**config.mk**
```make
export PLATFORM = sky130hd
export DESIGN_NAME = nnt_dist
export DESIGN_NICKNAME = d
export VERILOG_FILES = /design/src/nnt_pkg.sv /design/src/nnt_dist.sv
export SDC_FILE = /design/constraint.sdc
export NUM_CORES = 1
export LEC_CHECK = 0
export CAP_MARGIN = 20
export CORE_ASPECT_RATIO = 1.5
export CORE_MARGIN = 4
export CORE_UTILIZATION = 50
export CTS_CLUSTER_SIZE = 28
export DETAILED_ROUTE_END_ITERATION = 10
export DONT_BUFFER_PORTS = 1
export PLACE_DENSITY = 0.68
export SYNTH_ARGS = -nofsm -noshare
export SYNTH_HDL_FRONTEND = slang
export SYNTH_SLANG_ARGS = --single-unit
export TNS_END_PERCENT = 10
```
**constraint.sdc**
```tcl
create_clock -name i_clk -period 10.4 [get_ports i_clk]
set_clock_uncertainty 0.1 [all_clocks]
set_input_delay 2.08 -clock i_clk [delete_from_list [all_inputs] [get_ports i_clk]]
set_output_delay 2.08 -clock i_clk [all_outputs]
set_load 0.05 [all_outputs]
```
**src/nnt_pkg.sv**
```systemverilog
// ----------------------------------------------------------------------------
// nnt_pkg
// Shared types and constants for the nearest-neighbour tour orderer.
// ----------------------------------------------------------------------------
`default_nettype none

package nnt_pkg;

    localparam int ID_BITS        = 16;
    localparam int COORD_BITS     = 16;
    localparam int MAX_NODES_DEF  = 64;
    localparam int SQ_BITS        = 2 * COORD_BITS;
    localparam int DIST_BITS      = SQ_BITS + 1;

    typedef struct packed {
        logic [ID_BITS-1:0]           node_id;
        logic signed [COORD_BITS-1:0] node_x;
        logic signed [COORD_BITS-1:0] node_y;
        logic                         is_last;
    } t_in_beat;

    typedef struct packed {
        logic [ID_BITS-1:0]           out_id;
        logic signed [COORD_BITS-1:0] out_x;
        logic signed [COORD_BITS-1:0] out_y;
        logic                         out_last;
        logic                         overflow;
    } t_out_beat;

    // one stored node
    typedef struct packed {
        logic [ID_BITS-1:0]           id;
        logic signed [COORD_BITS-1:0] x;
        logic signed [COORD_BITS-1:0] y;
    } t_node;

    // queue control towards the cell chain
    typedef struct packed {
        logic pop;
        logic push;
    } t_q_ctl;

endpackage

`default_nettype wire

```
**src/nnt_dist.sv**
```systemverilog
// ----------------------------------------------------------------------------
// nnt_dist
// Squared Euclidean distance: registered squares, then the sum with carry.
// ----------------------------------------------------------------------------
`default_nettype none

module nnt_dist (
    input  wire                            i_clk,
    input  wire                            i_en,
    input  nnt_pkg::t_node                 i_a,
    input  nnt_pkg::t_node                 i_b,
    output wire [nnt_pkg::DIST_BITS-1:0]   o_dist
);
    import nnt_pkg::*;

    logic signed [COORD_BITS:0] w_dx;
    logic signed [COORD_BITS:0] w_dy;
    logic [COORD_BITS:0]        w_ax;
    logic [COORD_BITS:0]        w_ay;
    logic [SQ_BITS-1:0]         r_sx;
    logic [SQ_BITS-1:0]         r_sy;

    always_comb begin
        w_dx = {i_a.x[COORD_BITS-1], i_a.x} - {i_b.x[COORD_BITS-1], i_b.x};
        w_dy = {i_a.y[COORD_BITS-1], i_a.y} - {i_b.y[COORD_BITS-1], i_b.y};
        w_ax = w_dx[COORD_BITS] ? -w_dx : w_dx;
        w_ay = w_dy[COORD_BITS] ? -w_dy : w_dy;
    end

    // |d| < 2^COORD_BITS, so the top bit is always clear
    always_ff @(posedge i_clk) begin
        if (i_en) begin
            r_sx <= w_ax[COORD_BITS-1:0] * w_ax[COORD_BITS-1:0];
            r_sy <= w_ay[COORD_BITS-1:0] * w_ay[COORD_BITS-1:0];
        end
    end

    assign o_dist = {1'b0, r_sx} + {1'b0, r_sy};

endmodule

`default_nettype wire

```
==> results of run 1 <==
final cells by class:
class                           instances  area (um^2)
Fill cell                            3304        14600
Timing Repair Buffer                  396         3020
Clock inverter                          6         61.3
Tap cell                              495          619
Sequential cell                        62         1860
Inverter                              529         1990
Multi-Input combinational cell       1605        16400
Clock buffer                           10          229
per-stage QoR:
step	utilization (%)	setup TNS, ns
final	62.3	0
after global routing	62.3	-0.378
after CTS	60.7	-0.0455
after detailed placement	59.8	-5.18
after global placement	59.7	-3.61
after floorplan	-	0
routing by layer:
metal	track usage [%]	part of all wire, %	up-vias
li1	-	-	7841
met1	23.7	35	7958
met2	48.1	59	319
met3	1.16	1.8	123
met4	10.2	4.8	0
met5	0	0	-
how the worst max path moves through the flow:
stage / cells past startpoint / slack (ns) / endpoint
finish: 33 / 0.20 / r_sy[30]
global route: 34 / -0.14 / r_sx[31]
CTS: 34 / -0.05 / r_sy[30]
detailed placement: 36 / -0.58 / r_sy[31]
global placement: 36 / -0.51 / r_sy[31]
floorplan: 34 / 0.000006 / r_sy[30]
worst max-delay path: cells and delay by family:
family / cells / cell delay, ns
adder cells (fa/ha/maj): 9 / 3.80
XOR/XNOR: 2 / 0.33
AO/OA/AOI/OAI: 7 / 1.36
buffers and inverters: 6 / 0.62
AND/OR/NAND/NOR: 9 / 1.97
what timing repair did:
action                     in CTS  in global routing
pin swaps                      10                 77
setup endpoints to repair       7                 15
setup buffers                   0                 21
hold buffers                    0                  0
resized for setup              19                 97
cell families after synthesis:
family | count (synthesis) | share of synthesized area [%]
adders and majority gates | 584 | 49.4
and+or+nand+nor | 572 | 13.4
DFF | 62 | 9.42
muxes | 1 | 0.0570
AOI/OAI and AO/OA | 320 | 11.3
buffers and inverters | 554 | 10.6
xor gates and xnor gates | 128 | 5.88
cell usage in the layout, fill, tap and decap left out, types with 26 or more instances in the layout:
cell type  netlist  final
inv_1          513    505
buf_4            1    387
fa_1           326    319
ha_1           258    253
nor2_1         225    216
nand2_1        159    151
xnor2_1         83     78
a21oi_1         73     66
edfxtp_1        62     62
o21ai_0         53     45
a21o_1          43     43
xor2_1          41     38
nand3_1         32     31
o21a_1          26     26
registers in the layout, summed over array words and instances, names as in the netlist:
signal  flops
r_sx       31
r_sy       31
==> metrics.txt, run 1 <==
status=finished, final reports clean; initial antenna violation count=0; register area share after synthesis=9.42%; Routed Antenna Nets=0; crit end category=flip-flop; # clock sinks=62; CP startpoint=i_a[0]; Tcrit/Tclk final=98.1%; Mean Syn Cell Area=8.89 um^2; Final Instance Area=24200 um^2; post-synth top area share=33.0%; Largest stage delay, worst path=0.60 ns; Hold Slack=1.75 ns; measured slew at the worst slew-check pin=1.15 ns; clock root cell=clkbuf_16; Slew headroom=23.0%; Slew Limit Fails=0; Yosys warning count=0; I/O Pins=131; Initial Util=51.0%; die width=170 um; synthesized instance count=2221; Worst path most repeated cell=fa_1; number of synthesized flops with an enable pin=62; share of cells above drive strength 1=21.8%; largest net degree at the start of global routing=63; Min-Delay Path Depth=0; Startpoint Class=input port; Synth area leader=fa_1; critical path peak fanout=8; Buffers on Ports=0; Max Clock Freq=98.1 MHz; slowest cell on the critical path=or4_4; Rows=88; NumNets Final=3285; Area Growth Syn to Fin=22.3%; drt total wl=49300 um; Avg Vias per Cell=5.23; Core ar.=38800 um^2; main flop type after synthesis=edfxtp_1; first-pass GRT wire length=82100 um; Netlist cell types=95; Hold Crit Class=input port to flip-flop; Area after DPL=23200 um^2; cts bufs inserted=9; count leader, synth=inv_1; Place WS=-0.577 ns; Clock Tree Buf Depth=2; Tot GR Track Use=23.4%; Crit path arrival time=10.18 ns; min cycle time layout=10.20 ns; synth cell count leaders=inv_1 (513), fa_1 (326), ha_1 (258); post-DP HPWL=43900 um; die area=42800 um^2; final worst slack=0.201 ns; Worst Path Required=10.38 ns; #FFs+latches synth=62; Cells after DPL=3066; Clk pin slew, worst setup/hold paths=0.05 ns; wire per inst=15.9 um; Pre-antenna DRT Iters=5; Placer Congestion=0.948; total number of vias=16241; max-cap violations=0; Final setup viols=0; RSZ-0062 raised after global routing=true; H-tree Lvls=3; syn_nets=2903; vias in the first global route=17761; starting DRC count in detailed routing=585; Post-Layout Cell Count=3103; synthesized area=19800 um^2; Synth async-reset ratio=0%; CTS tree=yes; critical path class=input port to flip-flop; grt total ovfl=0; final hold vios=0; Synth area leaders=fa_1 (33%), ha_1 (16%), inv_1 (9.7%); Die Ht=251 um; ANT cells=0; hold path startpoint=i_en; DRC=0; hold endpoint=r_sy[0]
Power of run 1 is left out: the tool's default activity adds up to more than one toggle a clock period on the data nets, which glitch-free logic cannot reach.
==> run 2, diff against run 1 <==
CORE_MARGIN = default   (was 4)
RECOVER_POWER = 25   (was default)
==> run 2 against run 1 <==
Net effect:
- flip-flop and latch count did not move
- core utilization barely moved
- critical path depth increased by 3
- first-iteration DRC count is 3.1% lower
- die area fell by 5.8%
- non-clock buffer count fell by 17
- critical path type unchanged
- highest routed layer unchanged
==> metrics.txt, run 2 (synthesis results as in run 1) <==
Clk pin slew, worst setup/hold paths=0.05 ns (about the same); global routing's busiest layer=met2 (unchanged); Hold Crit Class=input port to flip-flop (unchanged); die width=164 um (was 170 um); Crit path arrival time=10.16 ns (was 10.18 ns); Worst Path Required=10.39 ns (was 10.38 ns); Buffers on Ports=0 (unchanged); H-tree Lvls=3 (unchanged); share of cells above drive strength 1=22.0% (was 21.8%); Cells after DPL=3025 (was 3066); final hold vios=0 (unchanged); biggest regs=r_sx: 31 flops, r_sy: 31 flops (unchanged); grt total ovfl=0 (unchanged); measured slew at the worst slew-check pin=1.17 ns (was 1.15 ns); Slew headroom=21.6% (was 23.0%); Initial Util=51.1% (was 51.0%); ANT cells=0 (unchanged); first-pass GRT wire length=80000 um (was 82100 um); Clock Tree Buf Depth=2 (unchanged); Max Clock Freq=98.4 MHz (was 98.1 MHz); I/O Pins=131 (unchanged); max-cap violations=0 (unchanged); total number of vias=16316 (was 16241); critical path class=input port to flip-flop (unchanged); # clock sinks=62 (unchanged); Hold Buf Count CTS=0 (unchanged); wire per inst=15.9 um (about the same); DRC=0 (unchanged); clock root cell=clkbuf_16 (unchanged); Placer Congestion=0.962 (was 0.948); Die Ht=245 um (was 251 um); min cycle time layout=10.17 ns (was 10.20 ns); die area=40300 um^2 (was 42800 um^2); NumNets Final=3269 (was 3285); largest net degree at the start of global routing=63 (unchanged); post-DP HPWL=42600 um (was 43900 um); Largest stage delay, worst path=0.58 ns (was 0.60 ns); met3 Resource Use GR=1.38% (was 1.16%); met1 Track Usage GR=24.3% (was 23.7%); Rows=88 (unchanged); Tcrit/Tclk final=97.8% (was 98.1%); CTS tree=yes (unchanged); Pre-antenna DRT Iters=5 (unchanged); slowest cell on the critical path=or4_4 (unchanged); initial antenna violation count=0 (unchanged); drt total wl=49100 um (was 49300 um); crit end category=flip-flop (unchanged); met2 Track Usage GR=50.1% (was 48.1%); Startpoint Class=input port (unchanged); Avg Vias per Cell=5.29 (was 5.23); Core ar.=38600 um^2 (was 38800 um^2); Slew Limit Fails=0 (unchanged); most frequent cells in the layout=inv_1 (507), buf_4 (368), fa_1 (322) (was inv_1 (505), buf_4 (387), fa_1 (319)); vias in the first global route=17665 (was 17761); Routed Antenna Nets=0 (unchanged); critical path peak fanout=4 (was 8); starting DRC count in detailed routing=567 (was 585); Post-Layout Cell Count=3087 (was 3103); RSZ-0062 raised after global routing=true (unchanged); Tot GR Track Use=25.1% (was 23.4%); Final setup viols=0 (unchanged); Area Growth Syn to Fin=21.9% (was 22.3%); status=finished, final reports clean (unchanged); commonest non-fill, non-tap cell in the layout=inv_1 (unchanged); cts bufs inserted=9 (unchanged)
==> run 2: cell count changes in the layout (fill, tap and decap cells not counted), moves of 4 or more <==
cell,previous run,this run
o21ai_1,11,6
nor2_2,9,14
buf_4,387,368
ha_2,0,4
ha_1,253,249
nor2_1,216,209
o21ai_2,2,6
==> run 2: final timing paths <==
kind                    to    from  slack [ns]  depth (start not counted)
setup / recovery  r_sy[30]  i_a[0]        0.23                         36
hold / removal     r_sy[4]    i_en        1.75                          0
==> run 2: critical path, delay by kind of cell <==
| kind | cells | cell delay [ns] |
|---|---|---|
| fa+ha+maj | 9 | 3.56 |
| xor+xnor | 3 | 0.40 |
| compound gates | 10 | 1.76 |
| buf+inv | 7 | 0.55 |
| simple gates | 7 | 1.80 |
==> run 2: per-stage QoR <==
| stage | TNS (ns) | instance area [um^2] | hold WS [ns] | utilization, % | setup slack [ns] |
|---|---|---|---|---|---|
| CTS | -0.120 | 23200 | 1.73 | 60.0 | -0.0831 |
| detailed placement | -4.48 | 22800 | 2.10 | 59.1 | -0.726 |
| global route | -0.332 | 24100 | 1.73 | 62.3 | -0.0995 |
| finish | 0 | 24100 | 1.75 | 62.3 | 0.232 |
| floorplan | 0 | 19800 | 2.09 | - | 0.00000622 |
| global placement | -3.09 | 22800 | 2.10 | 59.0 | -0.559 |
==> run 2: metal layers <==
metal,up-vias,share of wire [%]
li1,7815,-
met1,7980,34
met2,352,57
met3,169,2.2
met4,0,6.6
met5,-,0
==> run 2: cell type report <==
| type | instances | area (um^2) |
|---|---|---|
| multi-input cells | 1606 | 16400 |
| well taps | 495 | 619 |
| clock buffers | 11 | 233 |
| fillers | 3184 | 14600 |
| inverters | 529 | 1990 |
| clock inverters | 5 | 58.8 |
| flip-flops and latches | 62 | 1860 |
| repair buffers | 379 | 2900 |
==> run 2: timing repair <==
item	4_1_cts	5_1_grt
resized for setup	11	123
setup buffers	4	40
pin swaps	10	94
endpoints found under the setup margin	6	15
gates cloned	0	2
Power of run 2 is left out for the same reason.
