==> config.mk <==
export PLATFORM = sky130hd
export DESIGN_NAME = nnt_cell
export DESIGN_NICKNAME = d
export VERILOG_FILES = /design/src/nnt_pkg.sv /design/src/nnt_cell.sv
export SDC_FILE = /design/constraint.sdc
export NUM_CORES = 1
export LEC_CHECK = 0
export BUFFER_PORTS_ARGS = -buffer_cell sky130_fd_sc_hd__buf_2
export CAP_MARGIN = 20
export CORE_ASPECT_RATIO = 0.75
export CORE_MARGIN = 2
export CORE_UTILIZATION = 35
export CTS_BUF_LIST = sky130_fd_sc_hd__clkbuf_16
export CTS_CLUSTER_SIZE = 20
export DETAILED_ROUTE_END_ITERATION = 6
export PLACE_DENSITY = 0.7
export SYNTH_ARGS = -nofsm -noshare
export SYNTH_HDL_FRONTEND = slang
export SYNTH_SLANG_ARGS = --single-unit
==> constraint.sdc <==
create_clock -name i_clk -period 3.7 [get_ports i_clk]
set_input_delay 0 -clock i_clk [delete_from_list [all_inputs] [get_ports i_clk]]
set_output_delay 0 -clock i_clk [all_outputs]
set_load 0.005 [all_outputs]
==> src/nnt_pkg.sv <==
// ----------------------------------------------------------------------------
// nnt_pkg
// Shared types and constants for the nearest-neighbour tour orderer.
// ----------------------------------------------------------------------------
`default_nettype none

package nnt_pkg;

    localparam int ID_BITS        = 16;
    localparam int COORD_BITS     = 16;
    localparam int MAX_NODES_DEF  = 64;
    localparam int SQ_BITS        = 2 * COORD_BITS;
    localparam int DIST_BITS      = SQ_BITS + 1;

    typedef struct packed {
        logic [ID_BITS-1:0]           node_id;
        logic signed [COORD_BITS-1:0] node_x;
        logic signed [COORD_BITS-1:0] node_y;
        logic                         is_last;
    } t_in_beat;

    typedef struct packed {
        logic [ID_BITS-1:0]           out_id;
        logic signed [COORD_BITS-1:0] out_x;
        logic signed [COORD_BITS-1:0] out_y;
        logic                         out_last;
        logic                         overflow;
    } t_out_beat;

    // one stored node
    typedef struct packed {
        logic [ID_BITS-1:0]           id;
        logic signed [COORD_BITS-1:0] x;
        logic signed [COORD_BITS-1:0] y;
    } t_node;

    // queue control towards the cell chain
    typedef struct packed {
        logic pop;
        logic push;
    } t_q_ctl;

endpackage

`default_nettype wire

==> src/nnt_cell.sv <==
// ----------------------------------------------------------------------------
// nnt_cell
// One slot of the shifting node queue; takes its neighbour or the insert.
// ----------------------------------------------------------------------------
`default_nettype none

module nnt_cell #(
    parameter int K     = 0,
    parameter int LEN_W = 7
) (
    input  wire               i_clk,
    input  nnt_pkg::t_q_ctl   i_ctl,
    input  wire [LEN_W-1:0]   i_len,
    input  nnt_pkg::t_node    i_next,
    input  nnt_pkg::t_node    i_ins,
    output nnt_pkg::t_node    o_node
);
    import nnt_pkg::*;

    t_node r_node;
    t_node n_node;
    logic  w_wr;

    // tail slot: after a shift it sits one place lower
    always_comb begin
        if (i_ctl.pop) begin
            w_wr = i_ctl.push && (i_len == LEN_W'(K + 1));
        end else begin
            w_wr = i_ctl.push && (i_len == LEN_W'(K));
        end
        if (w_wr) begin
            n_node = i_ins;
        end else if (i_ctl.pop) begin
            n_node = i_next;
        end else begin
            n_node = r_node;
        end
    end

    always_ff @(posedge i_clk) begin
        r_node <= n_node;
    end

    assign o_node = r_node;

endmodule

`default_nettype wire

==> results of run 1 <==
## final cells by class
type / instances / share of cell area
Clock inverter: 3 / 0.0118
Tap cell: 78 / 0.0308
Timing Repair Buffer: 155 / 0.246
Multi-Input combinational cell: 54 / 0.216
Clock buffer: 5 / 0.0395
Sequential cell: 48 / 0.455
## layout by cell type (no fill, tap or decap), drive strengths merged
master  Yosys  layout
nand3       1       1
nor4b       1       1
clkinv      0       2
nand2       1       1
o21bai      1       1
clkbuf      0       5
edfxtp     48      48
xnor2       1       1
buf         5     155
bufinv      0       1
mux2       48      48
nor3        1       1
## how the worst min path moves through the flow
| stage | start | endpoint | slack, ps | depth (start not counted) |
|---|---|---|---|---|
| finish | i_next[24] | o_node[24] | 20 | 2 |
| global placement | i_next[28] | o_node[28] | 300 | 2 |
| detailed placement | i_next[31] | o_node[31] | 300 | 2 |
| global route | i_ins[23] | o_node[23] | 10 | 2 |
| floorplan | i_next[18] | o_node[18] | 220 | 1 |
| CTS | i_ins[24] | o_node[24] | 10 | 2 |
## routing by layer
| metal | track usage | share of wire |
|---|---|---|
| met1 | 0.160 | 0.37 |
| met2 | 0.220 | 0.47 |
| met3 | 0.0644 | 0.14 |
| met4 | 0.0435 | 0.0080 |
| met5 | 0 | 0 |
## kinds of logic after synthesis
kind of cell,after synthesis,share of synthesized area
flip-flops,48,0.667
XOR/XNOR,1,0.00406
multiplexers,48,0.285
buffers and inverters,5,0.0203
AO/OA/AOI/OAI,1,0.00348
AND/OR/NAND/NOR,4,0.0197
## where the power goes
| part | total [mW] | internal, mW | switching [mW] | leakage [nW] |
|---|---|---|---|---|
| logic | 0.155 | 0.0957 | 0.0591 | 0.941 |
| registers | 0.657 | 0.648 | 0.00931 | 0.470 |
| clock network | 0.489 | 0.314 | 0.175 | 0.0789 |
| total | 1.30 | 1.06 | 0.244 | 1.49 |
==> results.py, run 1 <==
metrics = {
    "route": {
        "route.detailed.drc": 0,
        "via_per_inst": 4.42,
        "initialDrtViolationCount": 30,
        "dr.pass1.iters": 4,
        "post_drt_wl_per_cell_um": 13.8,
        "vias": 1517,
        "wirelength_um": 4730,
        "ant_nets": 0,
    },
    "cells_and_area": {
        "largest_reg_flops": 48,
        "n_antenna_cell": 0,
        "multiInputGateArea_um2": 686,
        "instances_no_fill": 343,
        "final_cell_area_um2": 3170,
        "ff_latch_area_um2": 1440,
        "drive_gt1_frac": 0.800,
        "syn2layout_area_growth_pct": 46.7,
        "n_fill_cell": 522,
        "fin_nets": 370,
        "final_util": 0.538,
    },
    "logic_synthesis": {
        "synth_cell_types": 11,
        "synthTopCellsByCount": "edfxtp_1 (48), mux2_2 (28), mux2_4 (20)",
        "ys.flop_type": "edfxtp_1",
        "synth-edff-count": 48,
        "ys_seq_area_frac": 0.667,
        "synthMostInstantiatedCell": "edfxtp_1",
        "avgSynthCellArea_um2": 20.2,
        "ys_top_cells_by_area": "edfxtp_1 (67%), mux2_2 (15%), mux2_4 (14%), buf_6 (1.6%), nor4b_4 (1.1%)",
        "syn-num-nets": 213,
        "synth_seq_cells": 48,
        "syn_area_um2": 2160,
        "synthCells": 107,
        "yosysTopAreaCell": "edfxtp_1",
        "synth.top_cell.area_share": 0.667,
        "async_flop_share": 0,
        "ys_warn_count": 0,
    },
    "sta": {
        "worst_slew_pin_slew_ps": 603,
        "setup_viol": 0,
        "maxSlewViolCount": 0,
        "tns_ps": 0,
        "rsz0062_at_grt": "no",
        "fin_ws_ps": 1950,
        "hold_viol": 0,
        "whs_ps": 19.7,
        "relSlewSlack": 0.598,
        "period_needed_ps": 1750,
        "clock.fmax_ghz": 0.571,
        "finalCritPeriodShare": 0.473,
    },
    "hold_path": {
        "hp-class": "in -> reg",
    },
    "pwr": {
        "power_density_nw_per_um2": 411,
        "leakagePower_nw": 1.49,
        "totalPowerFinal_mw": 1.30,
        "ir_worst_vdd_uv": 232,
    },
    "floorplanning": {
        "fp.dieH_um": 72.0,
        "die-area_um2": 6820,
        "ios": 154,
        "core-area_um2": 5890,
        "dieWidth_um": 94.7,
        "num_rows": 24,
        "start_util": 0.367,
    },
    "cts": {
        "ctsHoldBuffers": 0,
        "cts.reportedPaths.clkPinSlew_ps": 60,
        "clock-sinks": 48,
        "post_cts_buffers": 0,
        "cts_htree_levels": 2,
        "cts-buffers-inserted": 5,
        "tritoncts": "done",
        "cts_buffer_depth": 2,
        "cts_resized": 0,
        "root_buffer": "clkbuf_16",
    },
    "setup_path": {
        "crit_fanout": 28,
        "startpoint": "i_len[4]",
        "arrival_ps": 1780,
        "path_depth": 5,
        "crit_buf_inv": 2,
        "crit_path_end_kind": "register",
        "endpoint": "o_node[35]",
        "worstSetupStartpointType": "primary input",
        "cp_slowest_cell": "nand3_2",
        "max_stage_delay_ps": 520,
        "crit_chain": "buf_2, nor4b_4, nand3_2, buf_4, mux2_4",
        "critical_path_class": "in -> reg",
        "crit_family": "simple AND/OR/NAND/NOR gates",
        "required_ps": 3730,
    },
    "placed_design": {
        "place_area_um2": 3010,
        "dp.cells": 335,
        "numPortBuffers": 153,
        "dp_slack_ps": 1610,
        "hpwlAfterDp_um": 3770,
        "routabilityCongestion": 0.686,
    },
    "run": {
        "max_cap_viol_count": 0,
    },
    "global_routing": {
        "grt_antenna_before_repair": 0,
        "grt_first_pass_wirelength_um": 6960,
        "first_global_vias": 1513,
        "grt_max_degree": 29,
        "gr-total-overflow": 0,
        "grt_use_total": 0.135,
    },
    "status": {
        "status": "finished clean",
    },
}
(Power assumes the default switching activity.)
==> run 2, diff against run 1 <==
ABC_AREA = 1   (was default)
PLACE_DENSITY = 0.69   (was 0.7)
clock period = 1.73 ns   (was 3.7 ns; I/O delays follow)
==> run 2 against run 1 <==
Effect of this change: non-clock buffer count rose by 44; largest power group unchanged; utilization rose by 3.9 points; setup slack got worse by 1100 ps; largest cell class unchanged.
==> results.py, run 2 <==
metrics = {
    "sta": {
        "rsz0062_at_grt": "no",
        "clock.fmax_ghz": 1.08,
        "hold_viol": 0,
        "tns_ps": 0,
        "fin_ws_ps": 803,
        "worst_slew_pin_slew_ps": 492,
        "finalCritPeriodShare": 0.536,
        "period_needed_ps": 927,
        "relSlewSlack": 0.672,
        "maxSlewViolCount": 0,
        "setup_viol": 0,
    },
    "logic_synthesis": {
        "ys_top_cells_by_area": "edfxtp_1 (64%), nand2_1 (18%), nand3_1 (11%), buf_2 (1.6%), buf_6 (1.5%)",
        "synth_cell_types": 13,
        "ys.flop_type": "edfxtp_1",
        "syn_area_um2": 2250,
        "synth_seq_cells": 48,
        "ys_seq_area_frac": 0.641,
        "yosysTopAreaCell": "edfxtp_1",
        "synthTopCellsByCount": "nand2_1 (107), edfxtp_1 (48), nand3_1 (48)",
        "ys_warn_count": 0,
        "syn-num-nets": 336,
        "synth.top_cell.area_share": 0.641,
        "synthCells": 230,
        "avgSynthCellArea_um2": 9.77,
        "synthMostInstantiatedCell": "nand2_1",
        "synth-edff-count": 48,
        "async_flop_share": 0,
    },
    "route": {
        "wl_met2_um": 3200,
        "post_drt_wl_per_cell_um": 12.6,
        "top_layer": "met4",
        "ant_nets": 0,
        "wl_met3_um": 627,
        "initialDrtViolationCount": 84,
        "via_per_inst": 4.57,
        "dr.pass1.iters": 4,
        "route.detailed.drc": 0,
        "wl_met1_um": 2460,
        "vias": 2298,
        "wirelength_um": 6340,
    },
    "pwr": {
        "internal-power_mw": 2.14,
        "leakagePower_nw": 1.81,
        "comb_power_share": 0.154,
        "power_density_nw_per_um2": 749,
        "swShare": 0.209,
        "power.switching_mw": 0.566,
        "clkPwrFrac": 0.326,
        "seq_power_share": 0.520,
        "totalPowerFinal_mw": 2.71,
        "ir_worst_vdd_uv": 350,
    },
    "cts": {
        "cts-buffers-inserted": 5,
        "tritoncts": "done",
        "clock-sinks": 48,
        "cts.reportedPaths.clkPinSlew_ps": 60,
        "cts_buffer_depth": 2,
        "cts_htree_levels": 2,
        "post_cts_buffers": 0,
        "root_buffer": "clkbuf_16",
    },
    "cells_and_area": {
        "drive_gt1_frac": 0.400,
        "final_cell_mix": "buf_2 (153), nand2_1 (106), nand3_1 (48), edfxtp_1 (48), dlygate4sd3_1 (40)",
        "final_util": 0.578,
        "n_antenna_cell": 0,
        "fin_nets": 527,
        "largest_reg_flops": 48,
        "layout_commonest_cell": "buf_2",
        "n_fill_cell": 548,
        "syn2layout_area_growth_pct": 60.8,
        "instances_no_fill": 503,
    },
    "setup_path": {
        "worstSetupStartpointType": "primary input",
        "required_ps": 1870,
        "arrival_ps": 1070,
        "critical_path_class": "in -> reg",
        "crit_path_end_kind": "register",
        "crit_fanout": 38,
    },
    "floorplanning": {
        "start_util": 0.359,
        "core-area_um2": 6260,
        "fp.dieH_um": 73.4,
        "num_rows": 25,
        "dieWidth_um": 96.5,
        "ios": 154,
        "die-area_um2": 7080,
    },
    "placed_design": {
        "routabilityCongestion": 0.685,
        "hpwlAfterDp_um": 4160,
        "dp_slack_ps": 533,
        "numPortBuffers": 153,
        "dp.cells": 455,
    },
    "hold_path": {
        "min_from": "i_next[23]",
        "hp-class": "in -> reg",
        "hold_depth": 3,
        "hold_end": "o_node[23]",
    },
    "run": {
        "max_cap_viol_count": 0,
    },
    "global_routing": {
        "grt_first_pass_wirelength_um": 9830,
        "grt_antenna_before_repair": 0,
        "grt_use_total": 0.180,
        "gr-total-overflow": 0,
        "first_global_vias": 2273,
        "grt_max_degree": 49,
    },
    "status": {
        "status": "finished clean",
    },
}
-- run 2: cell count changes after synthesis, moves of 2 or more --
cell,previous run,this run
buf_4,0,4
nor2_1,0,2
mux2_4,20,0
nand2_1,1,107
buf_2,2,7
inv_1,0,6
mux2_2,28,0
nand3_1,0,48
-- run 2: worst max-delay path by stage --
stage	start	to	slack, ps	cells past startpoint
5_1_grt	i_len[4]	o_node[41]	710	7
3_3_place_gp	i_len[6]	o_node[39]	560	7
2_1_floorplan	i_len[4]	o_node[0]	130	7
3_5_place_dp	i_len[6]	o_node[41]	530	7
4_1_cts	i_len[6]	o_node[7]	830	7
6_report	i_len[6]	o_node[39]	800	7
-- run 2: worst max-delay path, stage by stage --
cell     delay (ps)
buf_2           110
nor2_1          100
nand2_1         120
nor2_4          300
buf_12          250
nand3_1          90
nand2_1          90
-- run 2: final cells by class --
cell class                 count  area [um^2]  share of cell area
clock buffer                   5          125              0.0346
inverter                       7         26.3             0.00727
tap                           81          101              0.0280
multi-input combinational    160          684               0.189
clock inverter                 3         11.3             0.00312
sequential                    48         1440               0.399
timing repair buffer         199         1220               0.339
-- run 2: power by group through the flow --
stage / sequential [mW] / clock, mW / combinational [mW]
CTS: 1.41 / 0.918 / 0.413
global route: 1.42 / 0.951 / 0.465
finish: 1.41 / 0.883 / 0.416
global placement: 1.43 / 0 / 0.344
detailed placement: 1.43 / 0 / 0.346
floorplan: 1.45 / 0 / 0.0968
-- run 2: cells by family after synthesis --
group	synth area share
buffers and inverters	0.0573
DFF	0.641
and+or+nand+nor	0.301
-- run 2: routing by layer --
metal  GRT usage  vias up
met4      0.0407        0
met2       0.345      106
met1       0.196     1039
met5           0        -
met3      0.0533        4
li1            -     1149
-- run 2: timing repair --
| item | CTS | global route |
|---|---|---|
| resized for setup | 0 | 0 |
| hold endpoints to repair | 39 | 1 |
| hold buffers | 39 | 1 |
-- run 2: per-stage QoR --
stage	area [um^2]	hold WS, ps
2_1_floorplan	2250	179
3_3_place_gp	3080	264
3_5_place_dp	3080	268
4_1_cts	3600	0.792
5_1_grt	3610	12.0
6_report	3610	1.78
==> run 3, diff against run 2 <==
PLACE_DENSITY = 0.72   (was 0.69)
clock period = 0.8 ns   (was 1.73 ns; I/O delays follow)
==> run 3 against run 2 <==
Effect of this change: critical endpoint is now o_node[8]; via count increased by 4.9%; the flow now finishes with violations (negative setup slack); setup slack got worse by 830 ps; die area unchanged; worst hold slack got worse by 0.69 ps.
==> results.py, run 3 (synthesized netlist as in run 2, its figures left out) <==
metrics = {
    "cells_and_area": {
        "fin_nets": 538,
        "n_fill_cell": 527,
        "n_antenna_cell": 0,
        "drive_gt1_frac": 0.434,
        "syn2layout_area_growth_pct": 74.3,
        "final_cell_mix": "buf_2 (151), nand2_1 (104), nand3_1 (48), edfxtp_1 (48), dlygate4sd3_1 (43)",
        "largest_reg_flops": 48,
        "layout_commonest_cell": "buf_2",
        "instances_no_fill": 514,
        "final_cell_area_um2": 3920,
    },
    "pwr": {
        "internal-power_mw": 5.07,
        "seq_power_share": 0.477,
        "comb_power_share": 0.163,
        "leakagePower_nw": 1.93,
        "ir_worst_vdd_uv": 856,
        "swShare": 0.208,
        "clkPwrFrac": 0.361,
        "power_density_nw_per_um2": 1630,
        "power.switching_mw": 1.33,
    },
    "floorplanning": {
        "start_util": 0.359,
        "ios": 154,
        "core-area_um2": 6260,
        "num_rows": 25,
        "fp.dieH_um": 73.4,
        "dieWidth_um": 96.5,
        "die-area_um2": 7080,
    },
    "setup_path": {
        "crit_path_end_kind": "primary output",
        "required_ps": 800,
        "worstSetupStartpointType": "register",
        "crit_buf_inv": 1,
        "crit_chain": "buf_2",
        "cp_slowest_cell": "edfxtp_1",
        "arrival_ps": 830,
        "critical_path_class": "reg -> out",
        "max_stage_delay_ps": 400,
        "crit_fanout": 1,
        "crit_family": "flip-flops",
    },
    "sta": {
        "finalCritPeriodShare": 1.04,
        "fin_ws_ps": -29.3,
        "tns_ps": -293,
        "setup_viol": 26,
        "hold_viol": 0,
        "clock.fmax_ghz": 1.21,
        "period_needed_ps": 829,
        "whs_ps": 1.09,
        "relSlewSlack": 0.812,
        "maxSlewViolCount": 0,
        "worst_slew_pin_slew_ps": 282,
        "rsz0062_at_grt": "yes",
    },
    "status": {
        "violations": "negative setup slack",
        "status": "finished, violations left",
    },
    "cts": {
        "clock-sinks": 48,
        "cts-buffers-inserted": 5,
        "root_buffer": "clkbuf_16",
        "cts_htree_levels": 2,
        "post_cts_buffers": 0,
        "cts_buffer_depth": 2,
        "tritoncts": "done",
        "cts.reportedPaths.clkPinSlew_ps": 70,
    },
    "route": {
        "initialDrtViolationCount": 89,
        "via_per_inst": 4.69,
        "wirelength_um": 6960,
        "vias": 2411,
        "route.detailed.drc": 0,
        "ant_nets": 0,
        "dr.pass1.iters": 4,
        "post_drt_wl_per_cell_um": 13.5,
    },
    "global_routing": {
        "gr-total-overflow": 0,
        "first_global_vias": 2281,
        "grt_first_pass_wirelength_um": 10200,
        "grt_use_total": 0.189,
        "grt_max_degree": 39,
        "grt_antenna_before_repair": 0,
    },
    "placed_design": {
        "dp.cells": 459,
        "numPortBuffers": 153,
        "dp_slack_ps": -377,
        "place_area_um2": 3200,
        "hpwlAfterDp_um": 4570,
        "routabilityCongestion": 0.729,
    },
    "hold_path": {
        "hp-class": "in -> reg",
    },
    "run": {
        "max_cap_viol_count": 0,
    },
}
==> run 3: final cells by class <==
class                   count  area (um^2)  share of cell area
repair buffers            210         1440               0.368
flip-flops and latches     48         1440               0.368
inverters                   7         48.8              0.0125
well taps                  81          101              0.0259
clock buffers               5          125              0.0319
multi-input cells         160          718               0.183
clock inverters             3         42.5              0.0109
==> run 3: metal layers <==
layer | global-route usage | up-vias | wire length [um]
met3 | 0.0605 | 11 | 687
met1 | 0.219 | 1106 | 2730
li1 | - | 1171 | -
met5 | 0 | - | 0
met2 | 0.342 | 123 | 3460
met4 | 0.0407 | 0 | 86
==> run 3: timing repair <==
action | CTS | global route
resized for setup | 5 | 5
hold buffers | 43 | 0
endpoints found under the setup margin | 104 | 124
hold endpoints to repair | 43 | 0
cloned | 0 | 4
==> run 3: tightest hold or removal path, cell delays in order <==
cell,delay (ps)
buf_2,90
nand2_1,40
nand2_1,50
==> run 3: power by group through the flow <==
stage,logic [mW],clock network (mW),registers (mW)
after floorplan,0.229,0,3.13
after global placement,0.799,0,3.10
after detailed placement,0.817,0,3.11
after CTS,0.984,2.38,3.05
after global routing,1.15,2.47,3.07
final,1.04,2.31,3.05
==> run 3: worst paths after layout <==
path | start | endpoint | slack, ps | cells past startpoint
worst min-delay path | i_next[5] | o_node[5] | 1 | 3
worst max-delay path | o_node[8] | o_node[8] | -30 | 1
==> run 3: through the flow <==
| stage | utilization | total power, mW |
|---|---|---|
| 2_1_floorplan | - | 3.36 |
| 3_3_place_gp | 0.512 | 3.89 |
| 3_5_place_dp | 0.512 | 3.92 |
| 4_1_cts | 0.611 | 6.42 |
| 5_1_grt | 0.626 | 6.69 |
| 6_report | 0.626 | 6.40 |
